### config.mk
export PLATFORM = sky130hd
export DESIGN_NAME = gat_back
export DESIGN_NICKNAME = d
export VERILOG_FILES = /design/src/hw/rtl/gat_pkg.sv /design/src/hw/rtl/gat_back.sv
export SDC_FILE = /design/constraint.sdc
export NUM_CORES = 2
export LEC_CHECK = 0
export ABC_AREA = 0
export BUFFER_PORTS_ARGS = -buffer_cell sky130_fd_sc_hd__buf_2
export CAP_MARGIN = 10
export CORE_MARGIN = 4
export CORE_UTILIZATION = 50
export CTS_BUF_LIST = sky130_fd_sc_hd__clkbuf_4 sky130_fd_sc_hd__clkbuf_8
export CTS_CLUSTER_DIAMETER = 80
export DETAILED_ROUTE_END_ITERATION = 12
export GPL_TIMING_DRIVEN = 0
export HOLD_SLACK_MARGIN = 0.1
export PLACE_DENSITY = 0.72
export RECOVER_POWER = 100
export SYNTH_ARGS = -nofsm -noshare
export SYNTH_HDL_FRONTEND = slang
export SYNTH_SLANG_ARGS = --single-unit
### constraint.sdc
create_clock -name clock -period 11.5 [get_ports clock]
set_clock_uncertainty 0.05 [all_clocks]
set_input_delay 0 -clock clock [delete_from_list [all_inputs] [get_ports clock]]
set_output_delay 0 -clock clock [all_outputs]
set_load 0.02 [all_outputs]
### src/hw/rtl/gat_pkg.sv
// Shared types and constants for the geometric admissibility test.
package gat_pkg;

   localparam int COORD_W      = 32;
   localparam int FACTOR_W     = 16;
   localparam int DIMS_CFG_W   = 3;
   localparam int CSR_INDEX_W  = 2;
   localparam int CSR_DATA_W   = 16;
   localparam int COUNT_W      = 2;
   localparam int QUEUE_DEPTH  = 2;

   localparam logic [COUNT_W-1:0] COUNT_SAT = 2'd2;

   localparam int PAD_VALUE    = 65536;
   localparam int RHS_SHIFT    = 14;

   localparam int EXT_W        = COORD_W + 2;
   localparam int DIAM_W       = COORD_W + 1;
   localparam int CHUNK_W      = 17;
   localparam int MUL_A_W      = DIAM_W + FACTOR_W;
   localparam int PROD_W       = MUL_A_W + CHUNK_W;
   localparam int OP_W         = 4 * CHUNK_W;
   localparam int LHS_W        = 2 * MUL_A_W;
   localparam int CHUNK_IDX_W  = 2;

   localparam int SQ_LAST_CHUNK = (DIAM_W + CHUNK_W - 1) / CHUNK_W - 1;
   localparam int AD_LAST_CHUNK = (MUL_A_W + CHUNK_W - 1) / CHUNK_W - 1;

   localparam logic signed [COORD_W-1:0] COORD_MAX = {1'b0, {(COORD_W-1){1'b1}}};
   localparam logic signed [COORD_W-1:0] COORD_MIN = {1'b1, {(COORD_W-1){1'b0}}};

   localparam logic [FACTOR_W-1:0]   FACTOR_RESET = 16'd256;
   localparam logic [DIMS_CFG_W-1:0] DIMS_RESET   = 3'd2;

   typedef enum logic [CSR_INDEX_W-1:0] {
      CSR_ADMIS_FACTOR = 2'd0,
      CSR_DIMS_IN_USE  = 2'd1
   } csr_index_type;

   typedef enum logic [2:0] {
      BK_IDLE,
      BK_SQ_MUL,
      BK_SQ_ACC,
      BK_AD_MUL,
      BK_AD_ACC,
      BK_ADSQ_MUL,
      BK_ADSQ_ACC,
      BK_DECIDE
   } back_state_type;

   typedef struct packed {
      logic full;
      logic empty;
   } fifo_status_type;

endpackage

### src/hw/rtl/gat_back.sv
// Back: diameter, squared centre distance and the admissibility compare.
module gat_back
   import gat_pkg::*;
#(
   parameter int MAX_DIMS = 4
) (
   input  logic                        clock,
   input  logic                        reset,
   input  logic [4*MAX_DIMS*COORD_W:0] q_data,
   input  fifo_status_type             q_status,
   output logic                        q_pop,
   input  logic [FACTOR_W-1:0]         admis_factor,
   input  logic [DIMS_CFG_W-1:0]       n_dims,
   input  fifo_status_type             r_status,
   output logic                        r_push,
   output logic                        r_data
);

   localparam int SEG       = MAX_DIMS * COORD_W;
   localparam int DIM_IDX_W = (MAX_DIMS > 1) ? $clog2(MAX_DIMS) : 1;

   back_state_type              state_ff, state_in;
   logic [DIM_IDX_W-1:0]        d_ff, d_in;
   logic [CHUNK_IDX_W-1:0]      k_ff, k_in;
   logic [DIAM_W-1:0]           diam_ff, diam_in, diam_dim;
   logic [LHS_W-1:0]            sum_ff, sum_in;
   logic [LHS_W-1:0]            lhs_ff, lhs_in;
   logic [MUL_A_W-1:0]          ad_ff, ad_in;
   logic [PROD_W-1:0]           prod_ff, prod_in;
   logic [MUL_A_W-1:0]          mul_a;
   logic [CHUNK_W-1:0]          mul_b;
   logic [OP_W-1:0]             op_pad;
   logic [LHS_W-1:0]            term;
   logic signed [COORD_W-1:0]   rmin, rmax, cmin, cmax;
   logic signed [EXT_W-1:0]     er, ec, s, s_abs;
   logic signed [EXT_W:0]       diam_s;
   logic [DIAM_W-1:0]           mag;
   logic                        last_dim;

   assign rmin = q_data[0*SEG + int'(d_ff)*COORD_W +: COORD_W];
   assign rmax = q_data[1*SEG + int'(d_ff)*COORD_W +: COORD_W];
   assign cmin = q_data[2*SEG + int'(d_ff)*COORD_W +: COORD_W];
   assign cmax = q_data[3*SEG + int'(d_ff)*COORD_W +: COORD_W];

   assign er     = EXT_W'(rmax) - EXT_W'(rmin) + EXT_W'(PAD_VALUE);
   assign ec     = EXT_W'(cmax) - EXT_W'(cmin) + EXT_W'(PAD_VALUE);
   assign s      = (EXT_W'(rmin) + EXT_W'(rmax)) - (EXT_W'(cmin) + EXT_W'(cmax));
   assign s_abs  = s[EXT_W-1] ? -s : s;
   assign mag    = s_abs[DIAM_W-1:0];
   assign diam_s = $signed({2'b00, diam_ff});

   always_comb begin
      diam_dim = diam_ff;
      if ((EXT_W+1)'(er) > diam_s) diam_dim = er[DIAM_W-1:0];
      if ((EXT_W+1)'(ec) > diam_s && ec > er) diam_dim = ec[DIAM_W-1:0];
      if ((EXT_W+1)'(ec) > diam_s && (EXT_W+1)'(er) <= diam_s) diam_dim = ec[DIAM_W-1:0];
   end

   assign last_dim = (4'(d_ff) + 4'd1 == 4'(n_dims));
   assign term     = LHS_W'(prod_ff) << (k_ff * CHUNK_W);

   always_comb begin
      state_in = state_ff;
      d_in     = d_ff;
      k_in     = k_ff;
      diam_in  = diam_ff;
      sum_in   = sum_ff;
      lhs_in   = lhs_ff;
      ad_in    = ad_ff;
      q_pop    = 1'b0;
      r_push   = 1'b0;
      r_data   = 1'b0;
      mul_a    = '0;
      op_pad   = '0;
      case (state_ff)
         BK_IDLE: begin
            if (!q_status.empty) begin
               d_in     = '0;
               k_in     = '0;
               diam_in  = '0;
               sum_in   = '0;
               lhs_in   = '0;
               state_in = BK_SQ_MUL;
            end
         end
         BK_SQ_MUL: begin
            mul_a  = MUL_A_W'(mag);
            op_pad = OP_W'(mag);
            if (k_ff == '0) diam_in = diam_dim;
            state_in = BK_SQ_ACC;
         end
         BK_SQ_ACC: begin
            sum_in = sum_ff + term;
            if (k_ff == CHUNK_IDX_W'(SQ_LAST_CHUNK)) begin
               k_in = '0;
               if (last_dim) begin
                  state_in = BK_AD_MUL;
               end else begin
                  d_in     = d_ff + 1'b1;
                  state_in = BK_SQ_MUL;
               end
            end else begin
               k_in     = k_ff + 1'b1;
               state_in = BK_SQ_MUL;
            end
         end
         BK_AD_MUL: begin
            mul_a    = MUL_A_W'(diam_ff);
            op_pad   = OP_W'(admis_factor);
            state_in = BK_AD_ACC;
         end
         BK_AD_ACC: begin
            ad_in    = prod_ff[MUL_A_W-1:0];
            state_in = BK_ADSQ_MUL;
         end
         BK_ADSQ_MUL: begin
            mul_a    = ad_ff;
            op_pad   = OP_W'(ad_ff);
            state_in = BK_ADSQ_ACC;
         end
         BK_ADSQ_ACC: begin
            lhs_in = lhs_ff + term;
            if (k_ff == CHUNK_IDX_W'(AD_LAST_CHUNK)) begin
               k_in     = '0;
               state_in = BK_DECIDE;
            end else begin
               k_in     = k_ff + 1'b1;
               state_in = BK_ADSQ_MUL;
            end
         end
         BK_DECIDE: begin
            if (!r_status.full) begin
               r_push   = 1'b1;
               q_pop    = 1'b1;
               r_data   = q_data[4*SEG] && (lhs_ff < (sum_ff << RHS_SHIFT));
               state_in = BK_IDLE;
            end
         end
         default: begin
            state_in = BK_IDLE;
         end
      endcase
      mul_b   = op_pad[k_ff*CHUNK_W +: CHUNK_W];
      prod_in = PROD_W'(mul_a) * PROD_W'(mul_b);
   end

   always_ff @(posedge clock) begin
      if (reset) begin
         state_ff <= BK_IDLE;
         d_ff     <= '0;
         k_ff     <= '0;
      end else begin
         state_ff <= state_in;
         d_ff     <= d_in;
         k_ff     <= k_in;
      end
   end

   always_ff @(posedge clock) begin
      diam_ff <= diam_in;
      sum_ff  <= sum_in;
      lhs_ff  <= lhs_in;
      ad_ff   <= ad_in;
      prod_ff <= prod_in;
   end

   a_dim_in_range: assert property (@(posedge clock) disable iff (reset)
      (state_ff == BK_SQ_MUL || state_ff == BK_SQ_ACC) |-> (4'(d_ff) < 4'(n_dims)))
      else $error("dimension counter past the dimensions in use");

   a_chunk_in_range: assert property (@(posedge clock) disable iff (reset)
      k_ff <= CHUNK_IDX_W'(AD_LAST_CHUNK))
      else $error("chunk counter out of range");

   a_start_needs_entry: assert property (@(posedge clock) disable iff (reset)
      (state_ff == BK_IDLE && state_in != BK_IDLE) |-> !q_status.empty)
      else $error("test started without a queued box");

   a_done_returns_idle: assert property (@(posedge clock) disable iff (reset)
      r_push |=> (state_ff == BK_IDLE && k_ff == '0))
      else $error("sequencer not idle after result");

endmodule

==> flow_summary.ini <==
[layout]
fin_nets = 10641
fin_util = 0.599
layout_commonest_cell = inv_1
finalNonFillerCells = 10462
drive_above_1_share = 0.190
final_area_mm2 = 0.0788
final_cell_mix = inv_1 (1265), nand2_1 (903), fa_1 (735)
syn2layout_area_growth_pct = 18.9

[clock_tree]
clk_latency_ns = 0.74
cts_buffers = 73
clk_path_buf_depth = 3
clock_sinks = 337
ctsRootBufferMaster = clkbuf_8
cts_tree = done
clkTransAtPathRegs_ns = 0.06
htreeDepth = 3

[critical_path]
arrival_ns = 13.01
reg2reg_from = d_ff[0]$_SDFFE_PP0P_
reg2reg_slack_ns = -0.93
cp_max_fo = 8
r2r_end = prod_ff[65]$_DFF_P_
crit_slowest_cell = mux4_2
r2r_cells = 52
endpoint_kind = register
critPathRequiredTime_ns = 12.08
worst-setup-path-type = reg2reg
critPathLaunchType = register
cpPeakStageDelay_ns = 0.58

[synth]
netlist_area_mm2 = 0.0663
syn_nets = 9758
syn_avg_cell_area_um2 = 8.55
synth.top_cells.by_area = fa_1 (23%), ha_1 (13%), edfxtp_1 (12%)
yosys.cell_types.count = 90
synth_edf_count = 264
yosys.area.top_type = fa_1
ys_seq_area_frac = 0.142
ys.flop_type = edfxtp_1
syn_inst = 7749
synth_warnings = 0
ys_seq_elements = 337
synthArstFlopShare = 0
synth_top_area_frac = 0.233

[status]
violations = max-capacitance violations, max-slew violations, negative setup slack
run_status = complete, but fails checks

[timing]
finalMaxSlewViolations = 111
finalHoldWorstSlack_ns = 0.151
fin_crit_sh = 1.08
fin_crit_ns = 12.43
setup_ws_ns = -0.935
rsz0062_at_grt = yes
relSlewSlack = -0.220
final_hold_viol_count = 0
fin_tns_setup_ns = -24.16
clock.fmax_mhz = 80.4
setup_viol = 47
tightest_slew_ns = 1.83

[grt]
grt_remaining_overflow = 0
grt_pass1_wl_um = 409000
grt_pass1_vias = 62823
antenna_found_initial = 57
grt_usage = 0.401
grt_max_degree = 34

[detailed_routing]
ant_nets = 0
vias_per_cell = 6.05
dr.pass1.iters = 9
drt_iter0_markers = 6567
detail_route.wl_per_cell_um = 27.0
vias = 63322
routed_wl_um = 282000
drc_errors = 0

[placement]
place_area_mm2 = 0.0717
numPortBuffers = 538
gp_congestion = 1.09
place_inst = 10062
hpwlAfterDp_um = 230000

[worst_hold_path]
min_path_cells = 3
hp-class = in2reg
worstHoldEndpoint = state_ff[1]$_SDFFE_PP0P_
hold_start = reset

[power]
worst_ir_drop_vdd_mv = 0.123
power_density_mw_per_mm2 = 123
power_leakage_nw = 37.5

[floorplan]
die_w_um = 372
core-area_mm2 = 0.132
ios = 541
dieArea_mm2 = 0.138
start_util = 0.504
die_h_um = 372
num_rows = 133

[flow_run]
cap_viol_max_count = 4
critical path, delay by kind of cell, from the launching register on:
kind | cells | cell delay (ns)
mux | 1 | 0.58
compound gates | 12 | 2.50
xor+xnor | 3 | 0.49
flops | 1 | 0.35
simple gates | 7 | 1.72
buf+inv | 19 | 2.43
fa+ha+maj | 10 | 4.20
cell families after synthesis:
logic type | count (synthesis) | synth area share
AO/OA/AOI/OAI | 1476 | 0.143
XOR/XNOR | 327 | 0.0432
adder cells (fa/ha/maj) | 1471 | 0.365
buffers and inverters | 1647 | 0.0944
flip-flops | 337 | 0.142
multiplexers | 228 | 0.0589
AND/OR/NAND/NOR | 2263 | 0.154
Yosys cell counts, drive strengths merged, types with 15 or more instances:
master / count
a221oi: 16
nor4: 20
nor3: 86
nand4: 114
nand2: 927
a211oi: 44
nand2b: 59
o21a: 49
clkbuf: 267
dfxtp: 73
nor2: 619
o211ai: 35
and2: 148
a22oi: 19
a21o: 238
a21oi: 493
mux2: 18
o41ai: 15
xnor2: 214
fa: 773
nor2b: 78
mux4: 128
or3: 25
nand3: 81
and3: 43
edfxtp: 264
mux2i: 82
buf: 87
or2: 16
o21bai: 70
a22o: 23
a31oi: 44
xor2: 113
ha: 698
inv: 1293
o21ai: 255
a21boi: 25
through the flow:
| step | setup slack [ns] | power [W] |
|---|---|---|
| 2_1_floorplan | -0.00727 | 0.00507 |
| 3_3_place_gp | -5.49 | 0.00682 |
| 3_5_place_dp | -4.95 | 0.00690 |
| 4_1_cts | -0.671 | 0.00903 |
| 5_1_grt | -1.24 | 0.0102 |
| 6_report | -0.935 | 0.00968 |
worst max-delay path by stage:
| stage | startpoint | depth (start not counted) | slack (ns) | to |
|---|---|---|---|---|
| final | d_ff[0]$_SDFFE_PP0P_ | 52 | -0.93 | prod_ff[65]$_DFF_P_ |
| after global routing | d_ff[0]$_SDFFE_PP0P_ | 51 | -1.24 | prod_ff[63]$_DFF_P_ |
| after CTS | d_ff[0]$_SDFFE_PP0P_ | 48 | -0.67 | prod_ff[65]$_DFF_P_ |
| after detailed placement | d_ff[1]$_SDFFE_PP0P_ | 44 | -4.95 | prod_ff[64]$_DFF_P_ |
| after global placement | d_ff[1]$_SDFFE_PP0P_ | 45 | -5.49 | prod_ff[64]$_DFF_P_ |
| after floorplan | d_ff[0]$_SDFFE_PP0P_ | 45 | -0.007 | prod_ff[65]$_DFF_P_ |
where the power goes:
group / switching [W] / internal [W] / total, W / leakage, nW
combinational: 0.00404 / 0.00254 / 0.00658 / 33.6
sequential: 0.000244 / 0.00146 / 0.00171 / 3.20
clock: 0.000659 / 0.000728 / 0.00139 / 0.739
per-layer routing:
layer | GRT usage | part of all wire | vias to the layer above
met5 | 0 | 0.000096 | -
met4 | 0.173 | 0.055 | 4
met3 | 0.121 | 0.12 | 812
met2 | 0.607 | 0.43 | 3707
met1 | 0.532 | 0.40 | 31244
li1 | - | - | 27555
sequential cells by signal, summed over array words and instances, names as in the netlist:
name      cells
state_ff      3
prod_ff      66
k_ff          2
sum_ff       84
d_ff          2
ad_ff        49
diam_ff      33
lhs_ff       98
what timing repair did:
action	CTS	global route
resized for setup	623	293
hold endpoints to repair	70	0
gates cloned	2	3
pin swaps	220	207
hold buffers	8	0
buffers inserted	157	105
endpoints found under the setup margin	61	51
area by class of cell:
| class | instances | area, µm² |
|---|---|---|
| Antenna cell | 22 | 55.1 |
| Buffer | 330 | 2340 |
| Clock buffer | 103 | 1260 |
| Clock inverter | 25 | 156 |
| Fill cell | 11599 | 52800 |
| Inverter | 1293 | 4850 |
| Multi-Input combinational cell | 5765 | 53200 |
| Sequential cell | 337 | 9390 |
| Tap cell | 1755 | 2200 |
| Timing Repair Buffer | 832 | 5360 |
Power figures use the tool's default switching activity.
